==> src/design/hcb_pkg.sv <==
`default_nettype none
package hcb_pkg;
	localparam int MaxSymbols = 32;
	localparam int WeightBits = 16;
	localparam int NodeCount = 2 * MaxSymbols - 1;
	localparam int NodeBits = $clog2(NodeCount + 1);
	localparam int SymBits = $clog2(MaxSymbols);
	localparam int CountBits = $clog2(MaxSymbols + 1);
	localparam int SumBits = WeightBits + SymBits;
	localparam int CodeBits = 31;
	localparam int LenBits = 5;
	localparam int StackBits = $clog2(MaxSymbols + 1);

	typedef enum logic [1:0] {
		ST_CODE = 2'd0,
		ST_ADDED = 2'd1,
		ST_FULL = 2'd2,
		ST_EMPTY = 2'd3
	} status_t;

	typedef enum logic [3:0] {
		S_IDLE,
		S_SCAN_A,
		S_SCAN_B,
		S_MERGE,
		S_POP,
		S_POP_WAIT,
		S_VISIT,
		S_OUT,
		S_DONE
	} state_t;

	typedef struct packed {
		logic op;
		logic [15:0] weight;
	} in_item_t;

	typedef struct packed {
		logic [1:0] status;
		logic [4:0] symbol;
		logic [4:0] code_length;
		logic [30:0] code;
		logic last;
	} out_item_t;

	typedef struct packed {
		logic [NodeBits-1:0] node;
		logic [LenBits-1:0] depth;
		logic [CodeBits-1:0] code;
	} visit_t;
endpackage
`default_nettype wire

==> src/design/huffman_code_builder.sv <==
`default_nettype none
// Huffman code builder. An add item (op 0) stores a weight and returns one item with the
// new symbol index (or a full flag when 32 symbols are held) through the output register.
// A build item (op 1) returns an empty item if no symbol is held; else it merges the two
// lightest live nodes until one remains, then walks the tree in left-first preorder and
// returns one code item per symbol, last set on the final one; ties go to the lowest node
// index. The build is set by a serial scan of the node weight memory, one node per cycle:
// each merge scans for the lightest and next lightest node, a closing pair of scans ends
// the merging, and the walk visits each node, with output stalls and a done state.
// No item is taken in a build or while the output stalls; a build empties the store.
module huffman_code_builder
	import hcb_pkg::*;
(
	input wire clk,
	input wire arst_n,
	input wire in_valid,
	output logic in_ready,
	input wire in_item_t in_data,
	output logic out_valid,
	input wire out_ready,
	output out_item_t out_data
);
	// Node weight memory, child memory and visit stack memory.
	logic [SumBits-1:0] wmem [NodeCount];
	logic [2*NodeBits-1:0] cmem [MaxSymbols];
	visit_t smem [MaxSymbols + 1];

	state_t state_q, state_nxt;
	logic [NodeCount-1:0] live_q;
	logic [CountBits-1:0] count_q;
	logic [NodeBits-1:0] next_q, idx_q, a_q, b_q;
	logic a_ok_q, b_ok_q;
	logic [SumBits-1:0] best_w_q, wa_q, rd_w_q;
	logic [NodeBits-1:0] rd_idx_q;
	logic rd_v_q;
	logic [StackBits-1:0] sp_q;
	visit_t cur_q, pop_q;
	logic [2*NodeBits-1:0] ch_q;
	out_item_t out_q;
	logic out_v_q;

	logic out_free;
	assign out_free = !out_v_q || out_ready;
	assign out_valid = out_v_q;
	assign out_data = out_q;
	assign in_ready = (state_q == S_IDLE) && out_free;

	logic take;
	assign take = in_valid && in_ready;

	// Scan read: one weight per cycle, registered and compared in the next cycle.
	logic scan;
	assign scan = (state_q == S_SCAN_A) || (state_q == S_SCAN_B);
	logic scan_end;
	assign scan_end = scan && !rd_v_q && (idx_q == next_q);
	logic better;
	assign better = rd_v_q && live_q[rd_idx_q] &&
		!((state_q == S_SCAN_B) && rd_idx_q == a_q) &&
		((state_q == S_SCAN_A) ? (!a_ok_q || rd_w_q < best_w_q)
			: (!b_ok_q || rd_w_q < best_w_q));

	logic [CountBits:0] nmax;
	assign nmax = CountBits'(count_q) + count_q - 1'b1;

	// Classification of the visited node.
	logic leaf;
	assign leaf = cur_q.node < NodeBits'(count_q);
	logic expand;
	assign expand = !leaf && cur_q.node < next_q;

	// An item goes out on an accepted add or empty build, or on a code emission.
	logic out_set;
	assign out_set = (take && (!in_data.op || count_q == '0)) ||
		(state_q == S_OUT && out_free);

	// Result item of an accepted input item.
	out_item_t in_res;
	always_comb begin
		in_res = '0;
		in_res.last = 1'b1;
		if (!in_data.op) begin
			if (count_q != CountBits'(MaxSymbols)) begin
				in_res.status = ST_ADDED;
				in_res.symbol = count_q[SymBits-1:0];
			end else in_res.status = ST_FULL;
		end else in_res.status = ST_EMPTY;
	end

	// Next state.
	always_comb begin
		state_nxt = state_q;
		unique case (state_q)
			S_IDLE: if (take && in_data.op && count_q != '0) state_nxt = S_SCAN_A;
			S_SCAN_A: if (scan_end) state_nxt = a_ok_q ? S_SCAN_B : S_POP;
			S_SCAN_B: if (scan_end) state_nxt = (b_ok_q && {1'b0, next_q} < nmax)
				? S_MERGE : S_POP;
			S_MERGE: state_nxt = S_SCAN_A;
			S_POP: state_nxt = S_POP_WAIT;
			S_POP_WAIT: state_nxt = S_VISIT;
			S_VISIT: state_nxt = leaf ? S_OUT
				: (expand ? S_POP : ((sp_q == '0) ? S_DONE : S_POP));
			S_OUT: if (out_free) state_nxt = (sp_q == '0) ? S_DONE : S_POP;
			S_DONE: state_nxt = S_IDLE;
			default: state_nxt = S_IDLE;
		endcase
	end

	always_ff @(posedge clk or negedge arst_n) begin
		if (!arst_n) begin
			state_q <= S_IDLE;
			live_q <= '0;
			count_q <= '0;
			out_v_q <= 1'b0;
			rd_v_q <= 1'b0;
			sp_q <= '0;
			a_ok_q <= 1'b0;
			b_ok_q <= 1'b0;
		end else begin
			state_q <= state_nxt;
			if (out_set) out_v_q <= 1'b1;
			else if (out_ready) out_v_q <= 1'b0;
			rd_v_q <= scan && (idx_q != next_q);
			unique case (state_q)
				S_IDLE: if (take) begin
					if (!in_data.op) begin
						if (count_q != CountBits'(MaxSymbols)) begin
							live_q[count_q[NodeBits-1:0]] <= 1'b1;
							count_q <= count_q + 1'b1;
						end
					end else if (count_q != '0) begin
						next_q <= NodeBits'(count_q);
						idx_q <= '0;
						a_ok_q <= 1'b0;
					end
				end
				S_SCAN_A, S_SCAN_B: begin
					if (idx_q != next_q) begin
						idx_q <= idx_q + 1'b1;
					end
					if (better) begin
						best_w_q <= rd_w_q;
						if (state_q == S_SCAN_A) begin
							a_q <= rd_idx_q; a_ok_q <= 1'b1;
						end else begin
							b_q <= rd_idx_q; b_ok_q <= 1'b1;
						end
					end
					if (scan_end) begin
						idx_q <= '0;
						b_ok_q <= 1'b0;
						if (state_q == S_SCAN_A) begin
							wa_q <= best_w_q;
							if (a_ok_q) live_q[a_q] <= 1'b0;
						end else begin
							if (b_ok_q) live_q[b_q] <= 1'b0;
						end
						if (state_nxt == S_POP) sp_q <= StackBits'(1);
					end
				end
				S_MERGE: begin
					live_q[next_q] <= 1'b1;
					next_q <= next_q + 1'b1;
					a_ok_q <= 1'b0;
				end
				S_POP: sp_q <= sp_q - 1'b1;
				S_VISIT: if (expand)
					sp_q <= sp_q + 2'd2;
				S_DONE: begin
					live_q <= '0;
					count_q <= '0;
				end
				default: ;
			endcase
		end
	end

	// Output item and datapath registers.
	always_ff @(posedge clk) begin
		rd_w_q <= wmem[idx_q];
		rd_idx_q <= idx_q;
		if (state_q == S_POP) pop_q <= smem[sp_q - 1'b1];
		if (state_q == S_POP_WAIT) begin
			cur_q <= pop_q;
			ch_q <= cmem[SymBits'(pop_q.node - NodeBits'(count_q))];
		end
		if (state_q == S_IDLE && take) begin
			out_q <= in_res;
			if (!in_data.op && count_q != CountBits'(MaxSymbols))
				wmem[count_q] <= SumBits'(in_data.weight);
		end
		if (scan_end && state_q == S_SCAN_A && !a_ok_q) begin
			smem[0] <= '0;
		end
		if (scan_end && state_q == S_SCAN_B && !(b_ok_q && {1'b0, next_q} < nmax)) begin
			smem[0] <= '{node: a_q, depth: '0, code: '0};
		end
		if (state_q == S_MERGE) begin
			wmem[next_q] <= wa_q + best_w_q;
			cmem[SymBits'(next_q - NodeBits'(count_q))] <= {a_q, b_q};
		end
		if (state_q == S_VISIT && expand) begin
			smem[sp_q] <= '{node: ch_q[NodeBits-1:0], depth: cur_q.depth + 1'b1,
				code: {cur_q.code[CodeBits-2:0], 1'b1}};
			smem[sp_q + 1'b1] <= '{node: ch_q[2*NodeBits-1:NodeBits],
				depth: cur_q.depth + 1'b1, code: {cur_q.code[CodeBits-2:0], 1'b0}};
		end
		if (state_q == S_OUT && out_free) begin
			out_q <= '{status: ST_CODE, symbol: cur_q.node[SymBits-1:0],
				code_length: cur_q.depth, code: cur_q.code, last: (sp_q == '0)};
		end
	end
endmodule
`default_nettype wire

==> config.mk <==
export PLATFORM = sky130hd
export DESIGN_NAME = huffman_code_builder
export DESIGN_NICKNAME = d
export VERILOG_FILES = /design/src/design/hcb_pkg.sv /design/src/design/huffman_code_builder.sv
export SDC_FILE = /design/constraint.sdc
export NUM_CORES = 2
export LEC_CHECK = 0
export CORE_MARGIN = 2
export CORE_UTILIZATION = 54
export DETAILED_ROUTE_END_ITERATION = 16
export DONT_BUFFER_PORTS = 1
export PLACE_DENSITY_LB_ADDON = 0.05
export SLEW_MARGIN = 25
export SYNTH_ARGS = -nofsm -noshare
export SYNTH_HDL_FRONTEND = slang
export SYNTH_SLANG_ARGS = --single-unit
==> constraint.sdc <==
create_clock -name clk -period 12.4 [get_ports clk]
set_input_delay 0 -clock clk [delete_from_list [all_inputs] [get_ports clk]]
set_output_delay 0 -clock clk [all_outputs]
set_load 0.03 [all_outputs]
==> run summary <==
Status = complete, no violations
Asr flop ratio synth = 2.43%
DRC = 0
XOR/XNOR Fraction of Synth Area = 0.389%
Yosys reg bits = 3409
Vias in the first global route = 77800
Hold Violations, Final = 0
Commonest non-fill, non-tap cell in the layout = edfxtp_1
DR vias = 78600
Clk slew on worst S/H paths = 0.06 ns
Synthesized area per cell = 17.9 sq um
Die footprint = 267000 sq um
Final HPWL DP = 223 mm
Max clock buf depth = 4
Vias per cell = 6.64
Critical path fanouts, max = 141
Initial antenna violation count = 19
Crit end category = flip-flop
Post-synthesis simple-gate area fraction = 5.82%
Total congestion overflow = 0
TritonCTS clock tree = yes
Layout cells sized above 1 = 24.2%
Max Slew Vio Count = 0
Root buffer cell = clkbuf_16
Final WL = 405 mm
Num CTS Buffers = 354
Worst-Skew Late Latency = 0.93 ns
WP data arrival = 6.84 ns
P&R area growth vs syn = 12.2%
Cells after Synth = 7948
First-pass GRT wire length = 573 mm
LEAKAGE = 0.0515 uW
Area of the core = 262000 sq um
Most frequent cells in the layout = edfxtp_1 (3264), nor2_1 (1331), mux4_2 (959)
CP Launch Type = flip-flop
Sink Count = 3409
Setup_tns = 0 ns
Worst EP required = 13.02 ns
Crit path max-delay cell type = dfrtp_4
Worst-Margin Slew = 1.18 ns
Final worst-path cycle share = 50.2%
Worst-case clock skew = 0.0427 ns
Initial Util = 54.2%
CP Cell Sequence = inv_1 > ha_4 > buf_12 > buf_4 > buf_4 > mux4_2 > mux4_2 > mux2i_1 > a21oi_1
First-pass DRT Iterations = 8
Maxcap violations = 0
Max_slew headroom = 21.3%
Nets = 8114
Die X = 517 um
Top-Level Pins = 67
GRT Overall Usage = 30.4%
Htree depth = 5
Synth Area in Compound Gates = 3.67%
Post-Syn Area = 142000 sq um
DP Worst Slack = 6.29 ns
Tmin final = 6.22 ns
Peak Freq = 161 MHz
Reg2Reg Setup Slack = 6.18 ns
Synth Area in Adders = 0.710%
Resized Gates After CTS = 0
Pin count of the biggest net entering global routing = 142
Hold/Removal Path Class = primary input to flip-flop
Bufs and invs on worst path = 4
Tot Pwr = 33100 uW
Worst ir drop on vdd = 0.316 mV
Top FF cell, synth = edfxtp_1
IO Port Bufs = 0
Final Hold Slack = 0.0951 ns
Post-synth EDFFs = 3264
Final WS setup = 6.18 ns
Crit-path leading delay family = buffers and inverters
Power Dens Cells = 208 nW/um^2
Post-synthesis mux area share = 16.0%
Per-cell routed wire length = 34.2 um
Die Ht = 517 um
Drt initial violations = 11000
Gpl congestion = 0.876
Yosys Warn Count = 0
Synth unique cells = 82
Routed Antenna Nets = 0
Post-synthesis sequential area ratio = 71.4%
Largest family of logic cells by synthesized area = multiplexers
FP Rows = 188
Crit Path Category = flip-flop to flip-flop
RSZ-0062 raised after global routing = false
Total nets after synthesis = 8047
# setup viols final = 0
Crit path largest cell delay = 0.88 ns
==> cells by family (layout without fill, tap and decap cells) <==
| logic type | Yosys count | count (layout) |
|---|---|---|
| compound gates | 718 | 718 |
| xor+xnor | 63 | 63 |
| fa+ha+maj | 79 | 79 |
| buf+inv | 670 | 1031 |
| flops | 3409 | 3409 |
| mux | 1065 | 1065 |
| other cells | 0 | 8 |
| simple gates | 1944 | 1944 |
==> final timing paths <==
check,to,from,cells after the start
max,pop_q[21],sp_q[0],9
min,out_valid,out_ready,3
max reg2reg,pop_q[21],sp_q[0],9
min reg2reg,cur_q[28],pop_q[28],0
max in group asynchronous,live_q[33],arst_n,4
min in group asynchronous,sp_q[5],arst_n,4
==> metrics by stage <==
stage / cell area (sq um) / cells / utilization (%)
finish: 159000 / 11800 / 60.8
CTS: 159000 / 11800 / 60.7
global placement: 147000 / 11100 / 56.1
global route: 159000 / 11800 / 60.8
floorplan: 142000 / 7948 / -
detailed placement: 147000 / 11100 / 56.3
==> synth_stat cells, types with 8 or more instances <==
| library cell | count | area share [%] |
|---|---|---|
| nand3b_1 | 8 | 0.042 |
| clkbuf_1 | 273 | 0.72 |
| nand2_1 | 187 | 0.49 |
| a211oi_1 | 27 | 0.14 |
| buf_1 | 73 | 0.19 |
| nand3_1 | 59 | 0.21 |
| o2bb2ai_1 | 67 | 0.41 |
| and3_1 | 15 | 0.066 |
| a21oi_1 | 124 | 0.44 |
| a2bb2oi_1 | 8 | 0.049 |
| buf_6 | 8 | 0.063 |
| nor2b_1 | 27 | 0.12 |
| ha_1 | 75 | 0.66 |
| dfrtp_1 | 83 | 1.5 |
| o31ai_1 | 17 | 0.090 |
| a21o_1 | 26 | 0.14 |
| xnor2_1 | 38 | 0.23 |
| and2_1 | 49 | 0.22 |
| o221ai_1 | 27 | 0.17 |
| dfxtp_1 | 62 | 0.87 |
| o22ai_1 | 13 | 0.057 |
| o22a_1 | 27 | 0.17 |
| a21oi_2 | 18 | 0.11 |
| o21ai_0 | 124 | 0.44 |
| or2_2 | 30 | 0.13 |
| edfxtp_1 | 3264 | 69 |
| nor4_2 | 18 | 0.16 |
| buf_2 | 250 | 0.88 |
| nor3_1 | 34 | 0.12 |
| a22oi_1 | 12 | 0.063 |
| nand2b_1 | 40 | 0.18 |
| nor2_1 | 1410 | 3.7 |
| nand4_1 | 21 | 0.093 |
| mux4_2 | 959 | 15 |
| mux2_2 | 12 | 0.095 |
| mux2i_1 | 94 | 0.66 |
| xor2_1 | 25 | 0.15 |
| a22o_1 | 129 | 0.80 |
| inv_1 | 59 | 0.16 |
| a221oi_1 | 23 | 0.14 |
| o21a_1 | 9 | 0.048 |
==> area by class of cell <==
class | instances | area (sq um)
fillers | 18800 | 103000
flip-flops and latches | 3409 | 101000
well taps | 3515 | 4400
repair buffers | 321 | 2930
clock inverters | 184 | 1780
diodes | 8 | 20.0
inverters | 60 | 225
clock buffers | 466 | 9660
multi-input cells | 3869 | 38900
==> report_power, final <==
group	leakage (uW)	switching [uW]	internal [uW]
Clock	0.00557	4450	6120
Sequential	0.0330	315	13000
Combinational	0.0129	5490	3700
==> state kept, by name, summed over array words and instances, names as in the netlist, 12 cells and up <==
| register | cells |
|---|---|
| cmem | 384 |
| rd_w_q | 21 |
| pop_q | 42 |
| wa_q | 21 |
| ch_q | 12 |
| live_q | 63 |
| cur_q | 42 |
| best_w_q | 21 |
| wmem | 1323 |
| smem | 1386 |
| out_data | 44 |
==> worst min-delay path, stage by stage <==
cell	delay (ns)
dlygate4sd3_1	0.58
nand2b_1	0.25
o211ai_1	0.14
==> per-layer routing <==
| layer | GRT usage (%) | share of wire [%] |
|---|---|---|
| met1 | 46.1 | 41 |
| met2 | 45.2 | 45 |
| met3 | 6.00 | 10 |
| met4 | 8.57 | 3.1 |
| met5 | 0 | 0.025 |
==> timing repair <==
item                       CTS  global route
hold endpoints to repair  1127            63
setup buffers                0             0
hold buffers                24             1
(Power assumes the default switching activity.)
